### src/sv/deq_pkg.sv
`default_nettype none
// ----------------------------------------------------------------------------
// deq_pkg: shared constants and helpers for the double-ended queue
// ring depth, field widths, action and status codes, ring slot arithmetic
// ----------------------------------------------------------------------------
package deq_pkg;

    localparam int DEPTH   = 16;
    localparam int PTR_W   = $clog2(DEPTH);
    localparam int VALUE_W = 32;
    localparam int ACT_W   = 3;
    localparam int POS_W   = 4;
    localparam int STAT_W  = 2;
    localparam int COUNT_W = 5;

    localparam logic [COUNT_W-1:0] FULL_COUNT = COUNT_W'(DEPTH);

    // request codes
    localparam logic [ACT_W-1:0] ACT_APPEND    = 3'd0;
    localparam logic [ACT_W-1:0] ACT_PREPEND   = 3'd1;
    localparam logic [ACT_W-1:0] ACT_READ      = 3'd2;
    localparam logic [ACT_W-1:0] ACT_DEL_FIRST = 3'd3;
    localparam logic [ACT_W-1:0] ACT_DEL_LAST  = 3'd4;

    // result status codes
    localparam logic [STAT_W-1:0] ST_OK     = 2'd0;
    localparam logic [STAT_W-1:0] ST_EMPTY  = 2'd1;
    localparam logic [STAT_W-1:0] ST_BADIDX = 2'd2;
    localparam logic [STAT_W-1:0] ST_FULL   = 2'd3;

    // slot that lies offset places after base, modulo the ring depth
    function automatic logic [PTR_W-1:0] slot_of(input logic [PTR_W-1:0] base,
                                                 input logic [PTR_W-1:0] offset);
        logic [PTR_W:0] sum;
        sum = {1'b0, base} + {1'b0, offset};
        if (sum >= (PTR_W+1)'(DEPTH))
        begin
            sum = sum - (PTR_W+1)'(DEPTH);
        end
        return sum[PTR_W-1:0];
    endfunction

endpackage
`default_nettype wire

### src/sv/deq_ram.sv
`default_nettype none
// ----------------------------------------------------------------------------
// deq_ram: generic simple dual-port ram
// one write port, one read port, read data registered
// ----------------------------------------------------------------------------
module deq_ram #(
    parameter int WIDTH = 32,
    parameter int DEPTH = 16
) (
    input  wire logic                     clk,
    input  wire logic                     wr_en,
    input  wire logic [$clog2(DEPTH)-1:0] wr_addr,
    input  wire logic [WIDTH-1:0]         wr_data,
    input  wire logic                     rd_en,
    input  wire logic [$clog2(DEPTH)-1:0] rd_addr,
    output logic      [WIDTH-1:0]         rd_data
);

    logic [WIDTH-1:0] mem [DEPTH];

    always_ff @(posedge clk)
    begin
        if (wr_en)
        begin
            mem[wr_addr] <= wr_data;
        end
        if (rd_en)
        begin
            rd_data <= mem[rd_addr];
        end
    end

endmodule
`default_nettype wire

### src/sv/double_ended_queue_core.sv
`default_nettype none
// ----------------------------------------------------------------------------
// double_ended_queue_core: bounded double-ended queue of signed 32-bit values
// ring store in a ram, front slot and entry count in registers
// ----------------------------------------------------------------------------
// usage
//   request channel: drive action, item_value and position with start high;
//   the item is taken at the rising edge where start is high and busy is low.
//   busy never rises, so one request can be taken in every cycle.
//   result channel: done is high for exactly one cycle, in the cycle after the
//   request was taken, with status, read_value and entry_total valid in that
//   cycle. the receiver cannot hold results back and needs none of that.
// throughput
//   1 request per cycle sustained. the ram read port (registered read) is
//   used by an indexed read; pointer and count updates are worked out in
//   the request cycle and registered at its end.
//   a write in one cycle and a read of the same slot in the next do not
//   collide, since the write lands at the edge before the read samples.
// reset
//   rst_n clears the front slot, the entry count and the result strobe.
//   the ring ram is not cleared: only slots written by a push are ever read.
// ----------------------------------------------------------------------------
module double_ended_queue_core
    import deq_pkg::*;
(
    input  wire logic                      clk,
    input  wire logic                      rst_n,
    // request side
    input  wire logic                      start,
    output logic                           busy,
    input  wire logic [ACT_W-1:0]          action,
    input  wire logic signed [VALUE_W-1:0] item_value,
    input  wire logic [POS_W-1:0]          position,
    // result side
    output logic                           done,
    output logic [STAT_W-1:0]              status,
    output logic signed [VALUE_W-1:0]      read_value,
    output logic [COUNT_W-1:0]             entry_total
);

    // ring bookkeeping
    logic [PTR_W-1:0]   front_reg, front_next;
    logic [COUNT_W-1:0] count_reg, count_next;

    // result stage
    logic               done_reg;
    logic [STAT_W-1:0]  status_reg, status_next;
    logic               good_rd_reg, good_rd_next;
    logic [COUNT_W-1:0] total_reg;

    // ram ports
    logic               wr_en;
    logic [PTR_W-1:0]   wr_addr;
    logic               rd_en;
    logic [PTR_W-1:0]   rd_addr;
    logic [VALUE_W-1:0] rd_data;

    logic accept;
    logic is_full;
    logic is_empty;

    // requests never wait: busy is tied low and every request is taken
    assign busy     = 1'b0;
    assign accept   = start && !busy;
    assign is_full  = (count_reg == FULL_COUNT);
    assign is_empty = (count_reg == '0);

    // ring store: one write port for pushes, one read port for indexed reads
    deq_ram #(
        .WIDTH (VALUE_W),
        .DEPTH (DEPTH)
    ) u_ring (
        .clk     (clk),
        .wr_en   (wr_en),
        .wr_addr (wr_addr),
        .wr_data (item_value),
        .rd_en   (rd_en),
        .rd_addr (rd_addr),
        .rd_data (rd_data)
    );

    // decode the request and work out the new pointers
    always_comb
    begin
        front_next   = front_reg;
        count_next   = count_reg;
        status_next  = ST_OK;
        good_rd_next = 1'b0;
        wr_en        = 1'b0;
        wr_addr      = slot_of(front_reg, count_reg[PTR_W-1:0]);
        rd_en        = 1'b0;
        rd_addr      = slot_of(front_reg, PTR_W'(position));
        if (accept)
        begin
            case (action)
                ACT_APPEND:
                begin
                    // next free slot sits count places after the front
                    if (is_full)
                    begin
                        status_next = ST_FULL;
                    end
                    else
                    begin
                        wr_en      = 1'b1;
                        count_next = count_reg + COUNT_W'(1);
                    end
                end
                ACT_PREPEND:
                begin
                    // front steps back one slot and takes the value
                    if (is_full)
                    begin
                        status_next = ST_FULL;
                    end
                    else
                    begin
                        front_next = slot_of(front_reg, PTR_W'(DEPTH - 1));
                        wr_en      = 1'b1;
                        wr_addr    = front_next;
                        count_next = count_reg + COUNT_W'(1);
                    end
                end
                ACT_READ:
                begin
                    if (COUNT_W'(position) >= count_reg)
                    begin
                        status_next = ST_BADIDX;
                    end
                    else
                    begin
                        rd_en        = 1'b1;
                        good_rd_next = 1'b1;
                    end
                end
                ACT_DEL_FIRST:
                begin
                    if (is_empty)
                    begin
                        status_next = ST_EMPTY;
                    end
                    else
                    begin
                        front_next = slot_of(front_reg, PTR_W'(1));
                        count_next = count_reg - COUNT_W'(1);
                    end
                end
                ACT_DEL_LAST:
                begin
                    if (is_empty)
                    begin
                        status_next = ST_EMPTY;
                    end
                    else
                    begin
                        count_next = count_reg - COUNT_W'(1);
                    end
                end
                default:
                begin
                    // unused codes leave the queue alone and report ok
                    status_next = ST_OK;
                end
            endcase
        end
    end

    always_ff @(posedge clk or negedge rst_n)
    begin
        if (!rst_n)
        begin
            front_reg   <= '0;
            count_reg   <= '0;
            done_reg    <= 1'b0;
            good_rd_reg <= 1'b0;
        end
        else
        begin
            front_reg   <= front_next;
            count_reg   <= count_next;
            done_reg    <= accept;
            good_rd_reg <= good_rd_next;
        end
    end

    // result payload needs no reset, it is only looked at with done
    always_ff @(posedge clk)
    begin
        if (accept)
        begin
            status_reg <= status_next;
            total_reg  <= count_next;
        end
    end

    assign done        = done_reg;
    assign status      = status_reg;
    assign entry_total = total_reg;
    // ram data arrives with the result strobe; failed reads and other actions give zero
    assign read_value  = good_rd_reg ? $signed(rd_data) : '0;

    // count stays within the ring
    a_count_range: assert property (@(posedge clk) disable iff (!rst_n)
        count_reg <= FULL_COUNT)
        else $error("entry count beyond ring depth");

    // each taken request yields one result in the next cycle
    a_result_follows: assert property (@(posedge clk) disable iff (!rst_n)
        accept |=> done)
        else $error("request without result");

    a_no_stray_result: assert property (@(posedge clk) disable iff (!rst_n)
        !accept |=> !done)
        else $error("result without request");

    // reported total matches the count that the request left behind
    a_total_matches: assert property (@(posedge clk) disable iff (!rst_n)
        done |-> entry_total == count_reg)
        else $error("reported total differs from entry count");

    // a refused push never changes the bookkeeping
    a_full_holds: assert property (@(posedge clk) disable iff (!rst_n)
        accept && is_full && (action == ACT_APPEND || action == ACT_PREPEND)
        |=> status == ST_FULL && $stable(count_reg) && $stable(front_reg))
        else $error("full push changed the queue");

endmodule
`default_nettype wire
### config.mk
export PLATFORM = sky130hd
export DESIGN_NAME = double_ended_queue_core
export DESIGN_NICKNAME = d
export VERILOG_FILES = /design/src/sv/deq_pkg.sv /design/src/sv/deq_ram.sv /design/src/sv/double_ended_queue_core.sv
export SDC_FILE = /design/constraint.sdc
export NUM_CORES = 1
export LEC_CHECK = 0
export ABC_AREA = 1
export BUFFER_PORTS_ARGS = -buffer_cell sky130_fd_sc_hd__buf_2
export CORE_ASPECT_RATIO = 0.9
export CORE_MARGIN = 2
export CORE_UTILIZATION = 36
export CTS_CLUSTER_DIAMETER = 40
export DETAILED_ROUTE_END_ITERATION = 6
export PLACE_DENSITY_LB_ADDON = 0.1
export SKIP_LAST_GASP = 1
export SLEW_MARGIN = 5
export SYNTH_ARGS = -nofsm -noshare
export SYNTH_HDL_FRONTEND = slang
export SYNTH_SLANG_ARGS = --single-unit
### constraint.sdc
create_clock -name clk -period 9.1 [get_ports clk]
set_input_delay 0.455 -clock clk [delete_from_list [all_inputs] [get_ports clk]]
set_output_delay 0.455 -clock clk [all_outputs]
set_load 0.005 [all_outputs]
# After elaboration in Yosys (flattened, before gate mapping)
# Memory sizes are Yosys's and may differ from the RTL's. A register that Yosys moved wholly into a read port is not among the register bits.
# Cells that the tools add are included.
# word_totals
regBits	18
ram_bits	512
in_bits	42
word_cells	62
memories	1
# classes
n_addsub	10
magnitude_cmp	5
n_eq_ne	7
n_mux	27
n_reduce_logical	6
# mem_list
memory	words	width	rd	rd_clocked_by_memory_dff	wr	line	text
u_ring.mem	16	32	1	1	1	deq_ram.sv:19	logic [WIDTH-1:0] mem [DEPTH];
# op_table
operator	count
two-way mux 4 bit	9
two-way mux 32 bit	1
greater-or-equal comparator 5 bit (second input constant)	4
subtractor 4 x 1 -> 4 bit (second input constant)	4
two-way mux 5 bit	3
adder 4 x 4 -> 5 bit	2
case mux 5 bit (2 select lines)	1
two-way mux 1 bit	9
case mux 4 bit (2 select lines)	1
== test 3 x 2 -> 1 bit (second input constant)	2
case mux 2 bit (3 select lines)	1
adder 4 x 1 -> 5 bit (second input constant)	1
adder 4 x 4 -> 5 bit (second input constant)	1
adder 5 x 1 -> 5 bit (second input constant)	1
== test 5 bit (second input constant)	1
greater-or-equal comparator 4 x 5 -> 1 bit	1
logical NOT 5 bit	1
subtractor 5 x 1 -> 5 bit (second input constant)	1
two-way mux 2 bit	2
inequality test 2 bit (second input constant)	2
AND reduction 4 bit	1
OR reduction 2 bit	2
== test 3 x 1 -> 1 bit (second input constant)	1
== test 3 bit (second input constant)	1
2 further kinds	2

# Longest topological paths before layout
# depth
depth_word	6
ltp_mapped	10

# By module
# Synthesis repeated with hierarchy kept, for this count alone.
# unflattened
cells_unflattened	2373
area_unflattened_um2	24787.5
# by_module_without_submodules
mod	instances	cells_each	area_per_inst_um2	seq_area_each_um2
deq_ram	1	2120	23050.9	16335.7
double_ended_queue_core	1	253	1736.7	485.5

# Worst setup path after synthesis
# OpenSTA, ideal clock, no wires.
# synth_timing
path_kind	flip-flop to flip-flop
startpoint	reg front_reg[0]
endpoint	mem u_ring.mem[12][0] (enable)
setup_ns	0.421
t_arrival_ns	2.820
required_time_ns	8.679
setup_slack_ns	5.859
stages_incl_launch_ff	10
path_buffers	0
cell_sequence	dfrtp_1 -> ha_1 -> inv_1 -> fa_1 -> xor2_1 -> nand2_1 -> nand2_2 -> inv_2 -> nand2_2 -> nor2_1
# synth_between
elab_chain_len	6
elab_cells_between_ends	11
# synth_lines
element	line	text
from (decl)	double_ended_queue_core.sv:42	logic [PTR_W-1:0] front_reg, front_next;
from (signal assigned)	double_ended_queue_core.sv:179	front_reg <= front_next;
adder 4 x 4 -> 5 bit	deq_pkg.sv:35	sum = {1'b0, base} + {1'b0, offset};
subtractor 4 x 1 -> 4 bit or greater-or-equal comparator 5 bit (tied branches)	deq_pkg.sv:38, deq_pkg.sv:36	
two-way mux 4 bit	deq_pkg.sv:36	if (sum >= (PTR_W+1)'(DEPTH))
two-way mux 4 bit	double_ended_queue_core.sv:112	if (is_full)
two-way mux 4 bit	double_ended_queue_core.sv:95	case (action)
two-way mux 4 bit (*)	double_ended_queue_core.sv:93	if (accept)
to (decl)	deq_ram.sv:19	
# Mark *: on every way between the ends. The rest lies on a longest branch, timed or not.

# Worst setup path in the final report
# layout_timing
startpoint	reg front_reg[0]
endpoint	reg u_ring.rd_data[19] (read register of u_ring.mem), data pin
# layout_between
elab_chain_len	3
elab_cells_between_ends	4
# layout_lines
element	line	text
adder 4 x 4 -> 5 bit (*)	deq_pkg.sv:35	
subtractor 4 x 1 -> 4 bit or greater-or-equal comparator 5 bit (tied branches)	deq_pkg.sv:38, deq_pkg.sv:36	
two-way mux 4 bit (*)	deq_pkg.sv:36	
to (decl)	deq_ram.sv:16	output logic [WIDTH-1:0] rd_data
# Marked as above.
# A chain may end at the register's enable or synchronous reset.

==> impl_results.md <==
- CTS max path bufs: 3
- Worst R2R Path Depth: 10
- Drt total wl: 60.9 mm
- R2r endpoint: u_ring.rd_data[19]
- P per Cell Area: 349 nW/µm²
- Worst r2r src: front_reg[0]
- Post-route DRC: 0
- Share of cells above drive strength 1: 14.7%
- # H-tree levels: 3
- Die X: 275 µm
- Mux share of post-synthesis cell area: 0%
- Post-Synth XOR/XNOR Area: 0.368%
- Critical Path AT: 4.55 ns
- Max Cap Viol: 0
- Largest registers: u_ring.mem (512), u_ring.rd_data (32)
- Sum of negative setup slack: 0 ns
- Synth top area cells: edfxtp_1, inv_1, nand3_1
- Area growth from synthesis to layout: 18.2%
- Clk sinks: 562
- Setup slack, reg-to-reg: 4.91 ns
- Critical path peak fanout: 79
- CP Buf/Inv Count: 3
- Max-slew violations: 0
- Crit. End Element: register
- Vias: 14500
- Synth Flop Type: edfxtp_1
- First-pass GRT wire length: 90.9 mm
- Slew HR: 23.3%
- Synth cell count leaders: edfxtp_1, inv_1, nand2_1
- Worst-path clk slew: 0.05 ns
- Fmax: 239 MHz
- Pin count of the biggest net entering global routing: 111
- GRT Resource Usage Total: 18.1%
- Post-synthesis register bit count: 562
- Effective utilization at floorplan: 36.3%
- Final setup vio count: 0
- Root buf cell: clkbuf_16
- Mapped Cells: 1944
- Dpl ws: 4.86 ns
- Max reg flops: 512
- WL met1: 29.2 mm
- Crit path launch: front_reg[0]
- Worst-Skew Late Latency: 0.62 ns
- Cells on Worst Hold Path: 1
- RSZ-0062 raised after global routing: no
- Slowest-stage cell, CP: fa_4
- Row count: 89
- Simple-gate share of the synthesized area: 9.67%
- Crit path required time: 9.46 ns
- Number of antenna violations at the first check in global routing: 3
- Pwr Total: 9.81 mW
- Max Clock Skew: 0.0175 ns
- Syn Std Cell Area: 23800 µm²
- Crit path kind: register to register
- CTS tree: done
- Most flop-heavy register: u_ring.mem
- Post-route ant nets: 0
- Final min period: 4.19 ns
- CTS buffer count: 95
- Adder-cell share of the synthesized area: 0.904%
- Post-synthesis sequential area ratio: 70.7%
- Fin. Hold Viols: 0
- Vias per inst: 4.86
- Compound-Gate Fraction of Synth Area: 9.88%
- Worst hold path class: input pin to register
- Synth area leader: edfxtp_1
- Yosys Warn Count: 0
- Worst-path cell chain: ha_4 > inv_1 > fa_4 > buf_4 > buf_4 > a21oi_1 > o21ai_0 > nand3_1 > nand3_1 > nand2_1
- Met2 WL: 28.6 mm
- Yosys cell types: 36
- Outcome: finished, final reports clean
- WL met3: 2.11 mm
- Setup crit start kind: register
- Worst vdd ir: 0.294 mV
- Largest family of logic cells by synthesized area: compound AO/OA/AOI/OAI gates
- Boundary pin count: 83
- Wire per inst: 20.4 µm
- Post-route insts no fill: 2987
- Drt first pass iters: 7
- I/O Buffers: 81
- Ys async rst share: 1.96%
- Hold_sp: start
- Placeable Area: 65500 µm²
- Slew @ Worst Pin: 1.15 ns
- Final period util: 46.1%
- Synth Area per Inst: 12.2 µm²
- Syn_nets: 2002
- Die area: 68200 µm²
- Post-synth EDFFs: 551
- Top-area cell type share of the netlist area: 69.5%
- Most common cell in the netlist: edfxtp_1
- Leakage: 10.8 nW
- DR top layer: met5
- Placer's final routability congestion estimate: 0.788
- Fill cells: 6157
- Crit path largest cell delay: 1.05 ns
- Final layout net count: 2101
- Dpl cells: 2809
- Die Ht: 248 µm
- Total congestion overflow: 0
- Vias in the first global route: 14000
- Setup ws final: 4.91 ns
- DRT iter0 DRCs: 1236
- Gates resized, CTS repair: 0
- DP Wirelength: 29.4 mm
- Hold endpoint: done
- Cell family with most CP delay: buffers and inverters
[cells by family (layout without fill, tap and decap cells)]
kind of cell | after synthesis | count (layout)
other | 1 | 2
flip-flops | 562 | 562
adder cells (fa/ha/maj) | 16 | 16
buffers and inverters | 432 | 610
AO/OA/AOI/OAI | 402 | 402
AND/OR/NAND/NOR | 521 | 521
XOR/XNOR | 10 | 10
[how the worst max path moves through the flow]
stage / depth (start not counted) / end
2_1_floorplan: 9 / u_ring.mem[12][0]
3_3_place_gp: 11 / u_ring.rd_data[14]
3_5_place_dp: 11 / u_ring.rd_data[18]
4_1_cts: 10 / u_ring.rd_data[20]
5_1_grt: 10 / u_ring.rd_data[20]
6_report: 10 / u_ring.rd_data[19]
[where the power goes]
group	leakage [nW]	switching (mW)	total [mW]	internal, mW
sequential	5.10	0.0627	3.15	3.08
clock	1.59	1.28	3.60	2.32
combinational	4.14	2.15	3.07	0.922
[final cells by class]
class,count,area [µm²],area share [%]
antenna,1,2.50,0.00890
inverter,322,1210,4.30
clock buffer,106,2480,8.82
timing repair buffer,112,641,2.28
clock inverter,70,766,2.72
multi-input combinational,950,5130,18.2
tap,864,1080,3.84
sequential,562,16800,59.8
[stage by stage]
| step | hold WS, ns | utilization [%] | cell area (µm²) |
|---|---|---|---|
| finish | 0.128 | 43.0 | 28100 |
| global route | 0.106 | 43.0 | 28100 |
| CTS | 0.0956 | 43.0 | 28100 |
| detailed placement | 0.377 | 38.0 | 24900 |
| global placement | 0.370 | 38.0 | 24900 |
| floorplan | 0.159 | - | 23800 |
[placed cells by master, fill, tap and decap left out, types with 4 or more instances in the layout]
cell type,synthesis,layout
o211ai_1,128,128
dfrtp_1,11,10
inv_6,0,13
clkinvlp_4,0,6
a21oi_2,4,4
bufinv_16,0,12
nand2_1,262,260
buf_4,6,30
clkinv_4,0,12
clkinv_1,0,9
inv_1,320,320
o21ai_0,100,100
clkbuf_8,0,4
clkinv_2,0,16
clkbuf_1,21,6
xor2_1,8,7
clkbuf_16,0,96
edfxtp_1,551,551
a21oi_1,129,129
o21ai_1,40,40
ha_1,14,13
nand4_1,4,4
nand3_1,218,218
buf_2,25,81
nor2_1,24,7
nand2_2,3,5
nor2_4,2,19
[timing repair]
item	CTS	global route
hold endpoints to repair	11	0
setup buffers	0	0
hold buffers	1	0
[metal layers]
metal,vias up,global-route usage [%]
met2,246,28.9
li1,7056,-
met5,-,0
met3,81,3.24
met4,4,4.69
met1,7138,25.4
(Power assumes the default switching activity.)
